`src/hw/rtl/assert_macros.svh`:
```
// Assertion macros shared by the RTL files of the touch digitiser codec.
`ifndef ASSERT_MACROS_SVH
`define ASSERT_MACROS_SVH
`ifndef SYNTHESIS
// Clocked check, disabled while reset is asserted.
`define TDC_ASSERT(lbl, prop, msg) \
    lbl: assert property (@(posedge clk) disable iff (!rst_n) prop) else $error(msg);
// Clocked check that also holds during reset.
`define TDC_ASSERT_ALWAYS(lbl, prop, msg) \
    lbl: assert property (@(posedge clk) prop) else $error(msg);
`else
`define TDC_ASSERT(lbl, prop, msg)
`define TDC_ASSERT_ALWAYS(lbl, prop, msg)
`endif
`endif

```
`src/hw/rtl/tdc_pkg.sv`:
```
// Package with codes, constants, types and sample helpers of the touch digitiser codec.
`timescale 1ns / 1ps
package tdc_pkg;

    // Bus commands.
    localparam logic [1:0] CMD_READ  = 2'd0;
    localparam logic [1:0] CMD_WRITE = 2'd1;
    localparam logic [1:0] CMD_PEN   = 2'd2;
    localparam logic [1:0] CMD_POP   = 2'd3;

    // Register addresses.
    localparam logic [7:0] REG_REVISION = 8'h5A;
    localparam logic [7:0] REG_DIG1     = 8'h74;
    localparam logic [7:0] REG_DIGRD    = 8'h7A;
    localparam logic [7:0] REG_VENDOR1  = 8'h7C;
    localparam logic [7:0] REG_VENDOR2  = 8'h7E;

    // Reset values and field masks.
    localparam logic [15:0] VENDOR1_VAL  = 16'h574D;
    localparam logic [15:0] VENDOR2_VAL  = 16'h4C13;
    localparam logic [15:0] REVISION_VAL = 16'h0008;
    localparam logic [15:0] DIG_SEL_MASK = 16'h00FE;
    localparam logic [15:0] DIG_CONT     = 16'h0100;
    localparam logic [15:0] DIG_POLL     = 16'h0200;
    localparam logic [15:0] PEN_BIT      = 16'h8000;
    localparam logic [11:0] DATA_ONES    = 12'hFFF;

    // Channel select numbers.
    localparam logic [2:0] CH_X     = 3'd1;
    localparam logic [2:0] CH_Y     = 3'd2;
    localparam logic [2:0] CH_PRESS = 3'd3;
    localparam logic [2:0] CH_LAST  = 3'd7;

    typedef struct packed {
        logic       capture;
        logic       latch_pen;
        logic       rd_capture;
        logic       reg_write;
        logic       poll_write;
        logic       push;
        logic       pop_issue;
        logic       pop_capture;
        logic       load_out;
        logic [2:0] bit_idx;
    } tdc_cmd_t;

    typedef struct packed {
        logic in_range;
        logic is_poll;
        logic poll_has_sel;
        logic cont_on;
        logic sel_bit;
        logic fifo_nonempty;
        logic out_free;
    } tdc_status_t;

    function automatic logic [15:0] reg_reset_value(input logic [7:0] addr);
        logic [15:0] v;
        case (addr)
            REG_REVISION: v = REVISION_VAL;
            REG_VENDOR1:  v = VENDOR1_VAL;
            REG_VENDOR2:  v = VENDOR2_VAL;
            default:      v = 16'h0000;
        endcase
        return v;
    endfunction

    function automatic logic chan_bad(input logic [2:0] ch);
        return (ch != CH_X) && (ch != CH_Y) && (ch != CH_PRESS);
    endfunction

    function automatic logic [15:0] make_sample(input logic pen, input logic [2:0] ch,
                                                input logic [11:0] x, input logic [11:0] y);
        logic [11:0] data;
        if (ch == CH_X) begin
            data = x;
        end else if (ch == CH_Y) begin
            data = y;
        end else begin
            data = DATA_ONES;
        end
        return (pen ? PEN_BIT : 16'h0000) | {1'b0, ch, data};
    endfunction

    // Lowest set bit among select bits 7:1.
    function automatic logic [2:0] lowest_sel(input logic [15:0] v);
        logic [2:0] r;
        r = 3'd0;
        for (int b = 7; b >= 1; b--) begin
            if (v[b]) begin
                r = 3'(b);
            end
        end
        return r;
    endfunction

endpackage

```
`src/hw/rtl/touch_digitiser_codec_regs.sv`:
```
// Top level of the codec register file with touch digitiser.
`timescale 1ns / 1ps
//
//  Channel | Handshake            | Beat contents
//  --------+----------------------+-----------------------------------------------
//  in      | in_valid / in_stall  | command, reg_addr, write_data, pen_down, raw_x,
//          |                      | raw_y
//  out     | out_valid / out_stall| read_data, slot_valid, slot_word, channel_error
//
// One input beat is worked on at a time and yields exactly one output beat.
// A read is captured in S_READ; a write is stored in S_WRITE and a poll then
// samples into the readback register in S_POLL; a pop checks the FIFO in S_POP
// and takes the word in S_POPDATA. A pen update in continuous mode walks S_PUSH
// over select bits 7:1, pushing one FIFO word a cycle for each set bit through
// the single FIFO write port. A stalled output beat holds the finished command
// until the result register frees. Reset is asynchronous and active low; a
// written flag per register lets unwritten entries read their reset values,
// so no clearing pass follows reset.
module touch_digitiser_codec_regs
    import tdc_pkg::*;
#(
    parameter int NUM_REGS   = 128,
    parameter int FIFO_DEPTH = 16
) (
    input  logic        clk,
    input  logic        rst_n,
    input  logic        in_valid,
    output logic        in_stall,
    input  logic [1:0]  command,
    input  logic [7:0]  reg_addr,
    input  logic [15:0] write_data,
    input  logic        pen_down,
    input  logic [11:0] raw_x,
    input  logic [11:0] raw_y,
    output logic        out_valid,
    input  logic        out_stall,
    output logic [15:0] read_data,
    output logic        slot_valid,
    output logic [15:0] slot_word,
    output logic        channel_error
);

`include "assert_macros.svh"

    tdc_cmd_t    cmd;
    tdc_status_t sts;

    // The controller only sequences; all state of the codec lives in the datapath.
    tdc_ctrl u_ctrl (
        .clk      (clk),
        .rst_n    (rst_n),
        .in_valid (in_valid),
        .in_stall (in_stall),
        .command  (command),
        .sts      (sts),
        .cmd      (cmd)
    );

    // The datapath holds the register file, the pen latch, the sample FIFO and
    // the output register that decouples the two channels.
    tdc_dp #(
        .NUM_REGS   (NUM_REGS),
        .FIFO_DEPTH (FIFO_DEPTH)
    ) u_dp (
        .clk           (clk),
        .rst_n         (rst_n),
        .reg_addr      (reg_addr),
        .write_data    (write_data),
        .pen_down      (pen_down),
        .raw_x         (raw_x),
        .raw_y         (raw_y),
        .cmd           (cmd),
        .sts           (sts),
        .out_valid     (out_valid),
        .out_stall     (out_stall),
        .read_data     (read_data),
        .slot_valid    (slot_valid),
        .slot_word     (slot_word),
        .channel_error (channel_error)
    );

    // An accepted beat keeps the input stalled until its result is loaded.
    `TDC_ASSERT(a_accept_then_busy, (in_valid && !in_stall) |=> in_stall, "input not stalled after accept")
    // Loading the result register always raises the output beat.
    `TDC_ASSERT(a_load_shows_beat, cmd.load_out |=> out_valid, "loaded result not presented")
    // A pop is only issued against a FIFO that holds a word.
    `TDC_ASSERT(a_pop_nonempty, cmd.pop_issue |-> sts.fifo_nonempty, "pop issued on empty FIFO")
    // The controller drives at most one datapath operation per cycle.
    `TDC_ASSERT_ALWAYS(a_one_op, $onehot0({cmd.capture, cmd.rd_capture, cmd.reg_write, cmd.poll_write, cmd.push, cmd.pop_issue, cmd.pop_capture, cmd.load_out}), "overlapping datapath operations")

endmodule

```
`src/hw/rtl/tdc_ram.sv`:
```
// Generic single write port RAM with a registered read port.
`timescale 1ns / 1ps
module tdc_ram #(
    parameter int WIDTH = 16,
    parameter int DEPTH = 16,
    localparam int AW = (DEPTH > 1) ? $clog2(DEPTH) : 1
) (
    input  logic             clk,
    input  logic             we,
    input  logic [AW-1:0]    waddr,
    input  logic [WIDTH-1:0] wdata,
    input  logic [AW-1:0]    raddr,
    output logic [WIDTH-1:0] rdata
);

    logic [WIDTH-1:0] mem [DEPTH];

    always_ff @(posedge clk)
    begin
        if (we)
        begin
            mem[waddr] <= wdata;
        end
        rdata <= mem[raddr];
    end

endmodule

```
`src/hw/rtl/tdc_ctrl.sv`:
```
// Controller state machine that sequences each command of the touch digitiser codec.
`timescale 1ns / 1ps
module tdc_ctrl
    import tdc_pkg::*;
(
    input  logic        clk,
    input  logic        rst_n,
    input  logic        in_valid,
    output logic        in_stall,
    input  logic [1:0]  command,
    input  tdc_status_t sts,
    output tdc_cmd_t    cmd
);

    localparam logic [2:0] S_IDLE    = 3'd0;
    localparam logic [2:0] S_READ    = 3'd1;
    localparam logic [2:0] S_WRITE   = 3'd2;
    localparam logic [2:0] S_POLL    = 3'd3;
    localparam logic [2:0] S_PUSH    = 3'd4;
    localparam logic [2:0] S_POP     = 3'd5;
    localparam logic [2:0] S_POPDATA = 3'd6;
    localparam logic [2:0] S_DONE    = 3'd7;

    logic [2:0] state_reg, state_next;
    logic [2:0] bit_reg, bit_next;

    always_ff @(posedge clk or negedge rst_n)
    begin
        if (!rst_n)
        begin
            state_reg <= S_IDLE;
            bit_reg   <= CH_X;
        end
        else
        begin
            state_reg <= state_next;
            bit_reg   <= bit_next;
        end
    end

    assign in_stall = (state_reg != S_IDLE);

    always_comb
    begin
        state_next = state_reg;
        bit_next   = bit_reg;
        cmd        = '0;
        cmd.bit_idx = bit_reg;
        unique case (state_reg)
            S_IDLE:
            begin
                if (in_valid)
                begin
                    cmd.capture = 1'b1;
                    unique case (command)
                        CMD_READ:  state_next = S_READ;
                        CMD_WRITE: state_next = S_WRITE;
                        CMD_PEN:
                        begin
                            cmd.latch_pen = 1'b1;
                            bit_next      = CH_X;
                            state_next    = sts.cont_on ? S_PUSH : S_DONE;
                        end
                        CMD_POP:   state_next = S_POP;
                    endcase
                end
            end
            S_READ:
            begin
                cmd.rd_capture = 1'b1;
                state_next     = S_DONE;
            end
            S_WRITE:
            begin
                cmd.reg_write = 1'b1;
                if (sts.in_range && sts.is_poll && sts.poll_has_sel)
                begin
                    state_next = S_POLL;
                end
                else
                begin
                    state_next = S_DONE;
                end
            end
            S_POLL:
            begin
                cmd.poll_write = 1'b1;
                state_next     = S_DONE;
            end
            S_PUSH:
            begin
                cmd.push = sts.sel_bit;
                if (bit_reg == CH_LAST)
                begin
                    state_next = S_DONE;
                end
                else
                begin
                    bit_next = bit_reg + 3'd1;
                end
            end
            S_POP:
            begin
                if (sts.fifo_nonempty)
                begin
                    cmd.pop_issue = 1'b1;
                    state_next    = S_POPDATA;
                end
                else
                begin
                    state_next = S_DONE;
                end
            end
            S_POPDATA:
            begin
                cmd.pop_capture = 1'b1;
                state_next      = S_DONE;
            end
            S_DONE:
            begin
                if (sts.out_free)
                begin
                    cmd.load_out = 1'b1;
                    state_next   = S_IDLE;
                end
            end
            default: state_next = S_IDLE;
        endcase
    end

endmodule

```
`src/hw/rtl/tdc_dp.sv`:
```
// Datapath of the touch digitiser codec: register file, pen latch, sample FIFO, result register.
`timescale 1ns / 1ps
module tdc_dp
    import tdc_pkg::*;
#(
    parameter int NUM_REGS   = 128,
    parameter int FIFO_DEPTH = 16
) (
    input  logic        clk,
    input  logic        rst_n,
    input  logic [7:0]  reg_addr,
    input  logic [15:0] write_data,
    input  logic        pen_down,
    input  logic [11:0] raw_x,
    input  logic [11:0] raw_y,
    input  tdc_cmd_t    cmd,
    output tdc_status_t sts,
    output logic        out_valid,
    input  logic        out_stall,
    output logic [15:0] read_data,
    output logic        slot_valid,
    output logic [15:0] slot_word,
    output logic        channel_error
);

    localparam int RAW = $clog2(NUM_REGS);
    localparam int PW  = (FIFO_DEPTH > 1) ? $clog2(FIFO_DEPTH) : 1;
    localparam int CW  = $clog2(FIFO_DEPTH + 1);

    // Captured command fields and pen latch.
    logic [7:0]  addr_reg, addr_next;
    logic [15:0] wdata_reg, wdata_next;
    logic        pen_reg, pen_next;
    logic [11:0] x_reg, x_next;
    logic [11:0] y_reg, y_next;
    logic [15:0] dig1_reg, dig1_next;

    // Register file entries that have been written since reset.
    logic [NUM_REGS-1:0] valid_reg, valid_next;

    // FIFO pointers.
    logic [PW-1:0] rd_ptr_reg, rd_ptr_next;
    logic [PW-1:0] wr_ptr_reg, wr_ptr_next;
    logic [CW-1:0] count_reg, count_next;

    // Result being built, and the output register.
    logic [15:0] res_read_reg, res_read_next;
    logic        res_valid_reg, res_valid_next;
    logic [15:0] res_word_reg, res_word_next;
    logic        res_err_reg, res_err_next;
    logic        out_valid_reg, out_valid_next;
    logic [15:0] out_read_reg, out_read_next;
    logic        out_slot_reg, out_slot_next;
    logic [15:0] out_word_reg, out_word_next;
    logic        out_err_reg, out_err_next;

    logic           rf_we;
    logic [RAW-1:0] rf_waddr;
    logic [15:0]    rf_wdata;
    logic [15:0]    rf_rdata;
    logic           fifo_we;
    logic [15:0]    fifo_wdata;
    logic [15:0]    fifo_rdata;

    logic [RAW-1:0] addr_idx;
    logic [7:0]     sel_byte;
    logic [2:0]     poll_ch;
    logic [15:0]    poll_sample;
    logic           fifo_full;

    function automatic logic [PW-1:0] ptr_inc(input logic [PW-1:0] p);
        return (p == PW'(FIFO_DEPTH - 1)) ? '0 : p + 1'b1;
    endfunction

    tdc_ram #(.WIDTH(16), .DEPTH(NUM_REGS)) u_regfile (
        .clk   (clk),
        .we    (rf_we),
        .waddr (rf_waddr),
        .wdata (rf_wdata),
        .raddr (reg_addr[RAW-1:0]),
        .rdata (rf_rdata)
    );

    tdc_ram #(.WIDTH(16), .DEPTH(FIFO_DEPTH)) u_fifo (
        .clk   (clk),
        .we    (fifo_we),
        .waddr (wr_ptr_reg),
        .wdata (fifo_wdata),
        .raddr (rd_ptr_reg),
        .rdata (fifo_rdata)
    );

    assign addr_idx    = addr_reg[RAW-1:0];
    assign sel_byte    = dig1_reg[7:0];
    assign poll_ch     = lowest_sel(wdata_reg);
    assign poll_sample = make_sample(pen_reg, poll_ch, x_reg, y_reg);
    assign fifo_full   = (count_reg == CW'(FIFO_DEPTH));
    assign fifo_wdata  = make_sample(pen_reg, cmd.bit_idx, x_reg, y_reg);

    always_comb
    begin
        sts.in_range      = ({1'b0, addr_reg} < 9'(NUM_REGS));
        sts.is_poll       = (addr_reg == REG_DIG1) && ((wdata_reg & DIG_POLL) != 16'h0000);
        sts.poll_has_sel  = ((wdata_reg & DIG_SEL_MASK) != 16'h0000);
        sts.cont_on       = ((dig1_reg & DIG_CONT) != 16'h0000);
        sts.sel_bit       = sel_byte[cmd.bit_idx];
        sts.fifo_nonempty = (count_reg != '0);
        sts.out_free      = !out_valid_reg || !out_stall;
    end

    always_comb
    begin
        addr_next      = addr_reg;
        wdata_next     = wdata_reg;
        pen_next       = pen_reg;
        x_next         = x_reg;
        y_next         = y_reg;
        dig1_next      = dig1_reg;
        valid_next     = valid_reg;
        rd_ptr_next    = rd_ptr_reg;
        wr_ptr_next    = wr_ptr_reg;
        count_next     = count_reg;
        res_read_next  = res_read_reg;
        res_valid_next = res_valid_reg;
        res_word_next  = res_word_reg;
        res_err_next   = res_err_reg;
        out_valid_next = out_valid_reg && out_stall;
        out_read_next  = out_read_reg;
        out_slot_next  = out_slot_reg;
        out_word_next  = out_word_reg;
        out_err_next   = out_err_reg;
        rf_we          = 1'b0;
        rf_waddr       = addr_idx;
        rf_wdata       = wdata_reg;
        fifo_we        = 1'b0;

        if (cmd.capture)
        begin
            addr_next      = reg_addr;
            wdata_next     = write_data;
            res_read_next  = 16'h0000;
            res_valid_next = 1'b0;
            res_word_next  = 16'h0000;
            res_err_next   = 1'b0;
        end
        if (cmd.latch_pen)
        begin
            pen_next = pen_down;
            x_next   = raw_x;
            y_next   = raw_y;
        end
        if (cmd.rd_capture && sts.in_range)
        begin
            res_read_next = valid_reg[addr_idx] ? rf_rdata : reg_reset_value(addr_reg);
        end
        if (cmd.reg_write && sts.in_range)
        begin
            rf_we = 1'b1;
            rf_wdata = sts.is_poll ? (wdata_reg & ~DIG_POLL) : wdata_reg;
            valid_next[addr_idx] = 1'b1;
            if (addr_reg == REG_DIG1)
            begin
                dig1_next = rf_wdata;
            end
        end
        if (cmd.poll_write)
        begin
            rf_we    = 1'b1;
            rf_waddr = REG_DIGRD[RAW-1:0];
            rf_wdata = poll_sample;
            valid_next[REG_DIGRD[RAW-1:0]] = 1'b1;
            if (chan_bad(poll_ch))
            begin
                res_err_next = 1'b1;
            end
        end
        if (cmd.push)
        begin
            // A full FIFO loses its oldest word to make room.
            fifo_we     = 1'b1;
            wr_ptr_next = ptr_inc(wr_ptr_reg);
            if (fifo_full)
            begin
                rd_ptr_next = ptr_inc(rd_ptr_reg);
            end
            else
            begin
                count_next = count_reg + 1'b1;
            end
            if (chan_bad(cmd.bit_idx))
            begin
                res_err_next = 1'b1;
            end
        end
        if (cmd.pop_issue)
        begin
            rd_ptr_next    = ptr_inc(rd_ptr_reg);
            count_next     = count_reg - 1'b1;
            res_valid_next = 1'b1;
        end
        if (cmd.pop_capture)
        begin
            res_word_next = fifo_rdata;
        end
        if (cmd.load_out)
        begin
            out_valid_next = 1'b1;
            out_read_next  = res_read_reg;
            out_slot_next  = res_valid_reg;
            out_word_next  = res_word_reg;
            out_err_next   = res_err_reg;
        end
    end

    always_ff @(posedge clk or negedge rst_n)
    begin
        if (!rst_n)
        begin
            pen_reg       <= 1'b0;
            x_reg         <= '0;
            y_reg         <= '0;
            dig1_reg      <= '0;
            valid_reg     <= '0;
            rd_ptr_reg    <= '0;
            wr_ptr_reg    <= '0;
            count_reg     <= '0;
            out_valid_reg <= 1'b0;
        end
        else
        begin
            pen_reg       <= pen_next;
            x_reg         <= x_next;
            y_reg         <= y_next;
            dig1_reg      <= dig1_next;
            valid_reg     <= valid_next;
            rd_ptr_reg    <= rd_ptr_next;
            wr_ptr_reg    <= wr_ptr_next;
            count_reg     <= count_next;
            out_valid_reg <= out_valid_next;
        end
    end

    always_ff @(posedge clk)
    begin
        addr_reg      <= addr_next;
        wdata_reg     <= wdata_next;
        res_read_reg  <= res_read_next;
        res_valid_reg <= res_valid_next;
        res_word_reg  <= res_word_next;
        res_err_reg   <= res_err_next;
        out_read_reg  <= out_read_next;
        out_slot_reg  <= out_slot_next;
        out_word_reg  <= out_word_next;
        out_err_reg   <= out_err_next;
    end

    assign out_valid     = out_valid_reg;
    assign read_data     = out_read_reg;
    assign slot_valid    = out_slot_reg;
    assign slot_word     = out_word_reg;
    assign channel_error = out_err_reg;

endmodule

```
`config.mk`:
```
export PLATFORM = sky130hd
export DESIGN_NAME = touch_digitiser_codec_regs
export DESIGN_NICKNAME = d
export VERILOG_FILES = /design/src/hw/rtl/tdc_pkg.sv /design/src/hw/rtl/touch_digitiser_codec_regs.sv /design/src/hw/rtl/tdc_ram.sv /design/src/hw/rtl/tdc_ctrl.sv /design/src/hw/rtl/tdc_dp.sv
export VERILOG_INCLUDE_DIRS = /design/src /design/src/hw/rtl
export SDC_FILE = /design/constraint.sdc
export NUM_CORES = 2
export LEC_CHECK = 0
export ABC_AREA = 1
export BUFFER_PORTS_ARGS = -buffer_cell sky130_fd_sc_hd__clkbuf_2
export CAP_MARGIN = 10
export CELL_PAD_IN_SITES_DETAIL_PLACEMENT = 2
export CELL_PAD_IN_SITES_GLOBAL_PLACEMENT = 2
export CORE_ASPECT_RATIO = 1.4
export CORE_MARGIN = 8
export CORE_UTILIZATION = 40
export DETAILED_ROUTE_END_ITERATION = 12
export PLACE_DENSITY_LB_ADDON = 0.1
export SLEW_MARGIN = 30
export SYNTH_ARGS = -nofsm -noshare
export SYNTH_HDL_FRONTEND = slang
export SYNTH_SLANG_ARGS = --single-unit
```
`constraint.sdc`:
```
create_clock -name clk -period 10.3 [get_ports clk]
set_input_delay 2.06 -clock clk [delete_from_list [all_inputs] [get_ports clk]]
set_output_delay 2.06 -clock clk [all_outputs]
set_load 0.005 [all_outputs]
```
==> impl_metrics.toml <==
[yosys]
synth-async-reset-ratio = 0.0697
ys_ff_latch = 2610
syn_nets = 8310
syn_avg_cell_area_um2 = 12.5
yosys.area_share.simple = 0.112
synth_mux_area_frac = 0.00142
synth_top_family_by_area = "simple AND/OR/NAND/NOR gates"
synth-xor-area-share = 0.000596
yosys.area_share.adder = 0.00177
synth_compound_area_frac = 0.104
synth-main-ff-cell = "edfxtp_1"
netlist_area_mm2 = 0.103
synth_cell_type_count = 41
yosysSeqAreaShare = 0.749
yosys_warnings = 0
synthesis.instances = 8241
synth_edf_count = 2394

[global_routing]
grt_pass1_wl_um = 530000
grt_pass1_vias = 76739
grt_usage = 0.258
gr-total-overflow = 0
grt_antenna_before_repair = 11
grt_max_degree = 210

[worst_setup_path]
cp.arrival_ns = 6.44
cp_top_family = "buffers and inverters"
path_class = "in -> reg"
crit_buf_inv = 5
slowest_delay_ns = 0.85
r2r_cells = 7
path_cells = "buf_8 > inv_16 > buf_16 > buf_4 > buf_12 > o21ai_0 > o22ai_1 > nand2_1 > nand3_1 > nand3_1 > nand3_1 > nand3_1 > nand2_1"
crit_path_frequent_cell = "nand3_1"
end_kind = "register"
startpoint = "reg_addr[0]"
rrSetupSlack_ns = 5.87
crit_fanout = 152
slowest_stage = "buf_4"
startpoint_type = "primary input"
rr_endpoint = "u_dp.u_regfile.mem[121][3]"
timing.rr.start = "u_dp.wdata_reg[2]"
cp.required_ns = 11.07

[clock_network]
clock_sinks = 2610
holdBufCountCts = 0
cts_tree = "done"
cts_max_level = 5
clockBufferDepth = 4
cts_buffers = 276
post_cts_resized = 0
cts_setup_buffers = 0
cts_root_buffer = "clkbuf_16"
clk_pin_slew_ns = 0.06
clock_latency_ns = 0.86

[cells_and_area]
final_core_util = 0.455
largest_reg_flops = 2048
drive_gt1_frac = 0.0972
final_cells = 11963
seq_area_mm2 = 0.0771
synthToLayoutAreaGrowth_pct = 13.3
final.fill_count = 25120
final_nets = 8372
multi_input_area_mm2 = 0.0230

[placed_design]
place_ws_ns = 3.93
portBuffers = 90
dp.cells = 11465
place_congestion = 0.774
hpwl_um = 213000

[run]
drv_cap = 0

[floorplan]
rows = 220
io_pins = 91
fp.dieH_um = 616
start_util = 0.402
dieArea_mm2 = 0.274
dieWidth_um = 445
coreArea_mm2 = 0.256

[timing]
fin_tns_setup_ns = 0
fmax_mhz = 176
tightest_slew_ns = 1.05
rsz0062_at_grt = "no"
setup_ws_ns = 4.63
post-route-period-util = 0.550
setup_viol = 0
slew_headroom = 0.297
finalClockSkew_ns = 0.0426
maxSlewViolCount = 0
final_hold_viol_count = 0
min_period_ns = 5.67

[min_path]
hold_depth = 0
hp-start = "u_dp.res_word_reg[8]"
min_path_type = "reg -> reg"
hold_end = "u_dp.slot_word[8]"

[pwr]
clockPowerShare = 0.376
p_int_w = 0.0189
p_leak_nw = 39.3
p_sw_w = 0.00710
swShare = 0.273
p_comb_frac = 0.129
vdd_drop_max_mv = 0.189
power_density_mw_per_mm2 = 223
p_seq_frac = 0.495

[routing]
drc_errors = 0
drtIter0Drc = 5041
vias = 69631
drt_wl_total_um = 365000
postRouteAntennaNets = 0
via_per_inst = 5.82
drtPass1Iterations = 6
wire_per_inst_um = 30.5

[run_status]
outcome = "finished clean"
[worst register-to-register path: stages (launching register included)]
cell and delay [ns]:
edfxtp_1 0.42, nor2_1 0.56, inv_1 0.14, nand2_1 0.57, o221ai_1 0.45, o21ai_4 0.23, buf_4 0.62, buf_4 0.94
[worst max path at each step]
stage | endpoint | cells after the start
6_report | u_dp.u_regfile.rdata[6] | 13
4_1_cts | u_dp.u_regfile.rdata[6] | 12
5_1_grt | u_dp.u_regfile.rdata[6] | 13
3_3_place_gp | u_dp.u_regfile.rdata[6] | 12
2_1_floorplan | u_dp.u_regfile.mem[0][9] | 8
3_5_place_dp | u_dp.u_regfile.rdata[6] | 12
[metal layers]
layer  part of all wire  GRT usage  vias to the layer above
met2               0.52      0.471                     1736
met4              0.038     0.0942                        2
li1                   -          -                    30101
met3              0.042     0.0318                      644
met5           0.000030          0                        -
met1               0.40      0.313                    37148
[Yosys cell counts (2+ instances only)]
| cell | number | area (µm²) |
|---|---|---|
| a21oi_1 | 43 | 215 |
| a221oi_1 | 20 | 175 |
| a31oi_1 | 3 | 18.8 |
| buf_1 | 47 | 176 |
| buf_2 | 114 | 571 |
| buf_4 | 15 | 113 |
| buf_6 | 3 | 33.8 |
| clkbuf_1 | 388 | 1460 |
| clkinv_1 | 4 | 15.0 |
| dfrtp_1 | 181 | 4530 |
| dfxtp_1 | 34 | 681 |
| edfxtp_1 | 2394 | 71900 |
| ha_1 | 13 | 163 |
| inv_1 | 213 | 800 |
| inv_2 | 8 | 30.0 |
| mux2_2 | 13 | 146 |
| nand2_1 | 901 | 3380 |
| nand3_1 | 600 | 3000 |
| nand3b_1 | 2 | 15.0 |
| nand4_1 | 16 | 100 |
| nor2_1 | 1302 | 4890 |
| nor2_4 | 3 | 33.8 |
| nor3_1 | 8 | 40.0 |
| o211ai_1 | 9 | 67.6 |
| o21ai_0 | 1304 | 6530 |
| o21ai_1 | 20 | 100 |
| o221ai_1 | 24 | 210 |
| o22ai_1 | 532 | 3330 |
| or2_2 | 10 | 62.6 |
| xnor2_1 | 2 | 17.5 |
| xor2_1 | 5 | 43.8 |
[per-stage QoR]
step	cell area (µm²)	power (W)	hold WS, ns
after CTS	117000	0.0262	0.422
after floorplan	103000	0.0148	0.400
after detailed placement	108000	0.0164	0.407
final	117000	0.0260	0.420
after global routing	117000	0.0268	0.429
after global placement	108000	0.0162	0.403
[logic make-up (layout without fill, tap and decap cells)]
kind of cell               after synthesis  after routing
AOI/OAI and AO/OA                     1958           1958
xor gates and xnor gates                 7              7
adders and majority gates               14             14
buffers and inverters                  793           1062
DFF                                   2610           2610
muxes                                   13             13
other                                    0             12
and+or+nand+nor                       2846           2846
[final cells by class]
type,count,area share
clock inverter,135,0.00947
clock buffer,350,0.0640
timing repair buffer,351,0.0232
sequential,2610,0.661
inverter,226,0.00757
tap,3441,0.0369
multi-input combinational,4838,0.197
antenna,12,0.000257
[power by group through the flow]
stage / clock network (W) / registers [W] / logic, W
2_1_floorplan: 0 / 0.0131 / 0.00172
3_3_place_gp: 0 / 0.0130 / 0.00319
3_5_place_dp: 0 / 0.0131 / 0.00336
4_1_cts: 0.00997 / 0.0128 / 0.00340
5_1_grt: 0.0103 / 0.0129 / 0.00360
6_report: 0.00977 / 0.0128 / 0.00335
[cells in the final DEF, fill, tap and decap left out, drive strengths merged, types with 20 or more instances in the layout]
cell type and count:
a21oi 43, a221oi 20, buf 266, clkbuf 435, clkinv 107, dfrtp 181
dfxtp 34, edfxtp 2394, inv 228, nand2 902, nand3 600, nor2 1305
o21ai 1324, o221ai 24, o22ai 532
No activity file was read; power rests on OpenSTA's default activity.
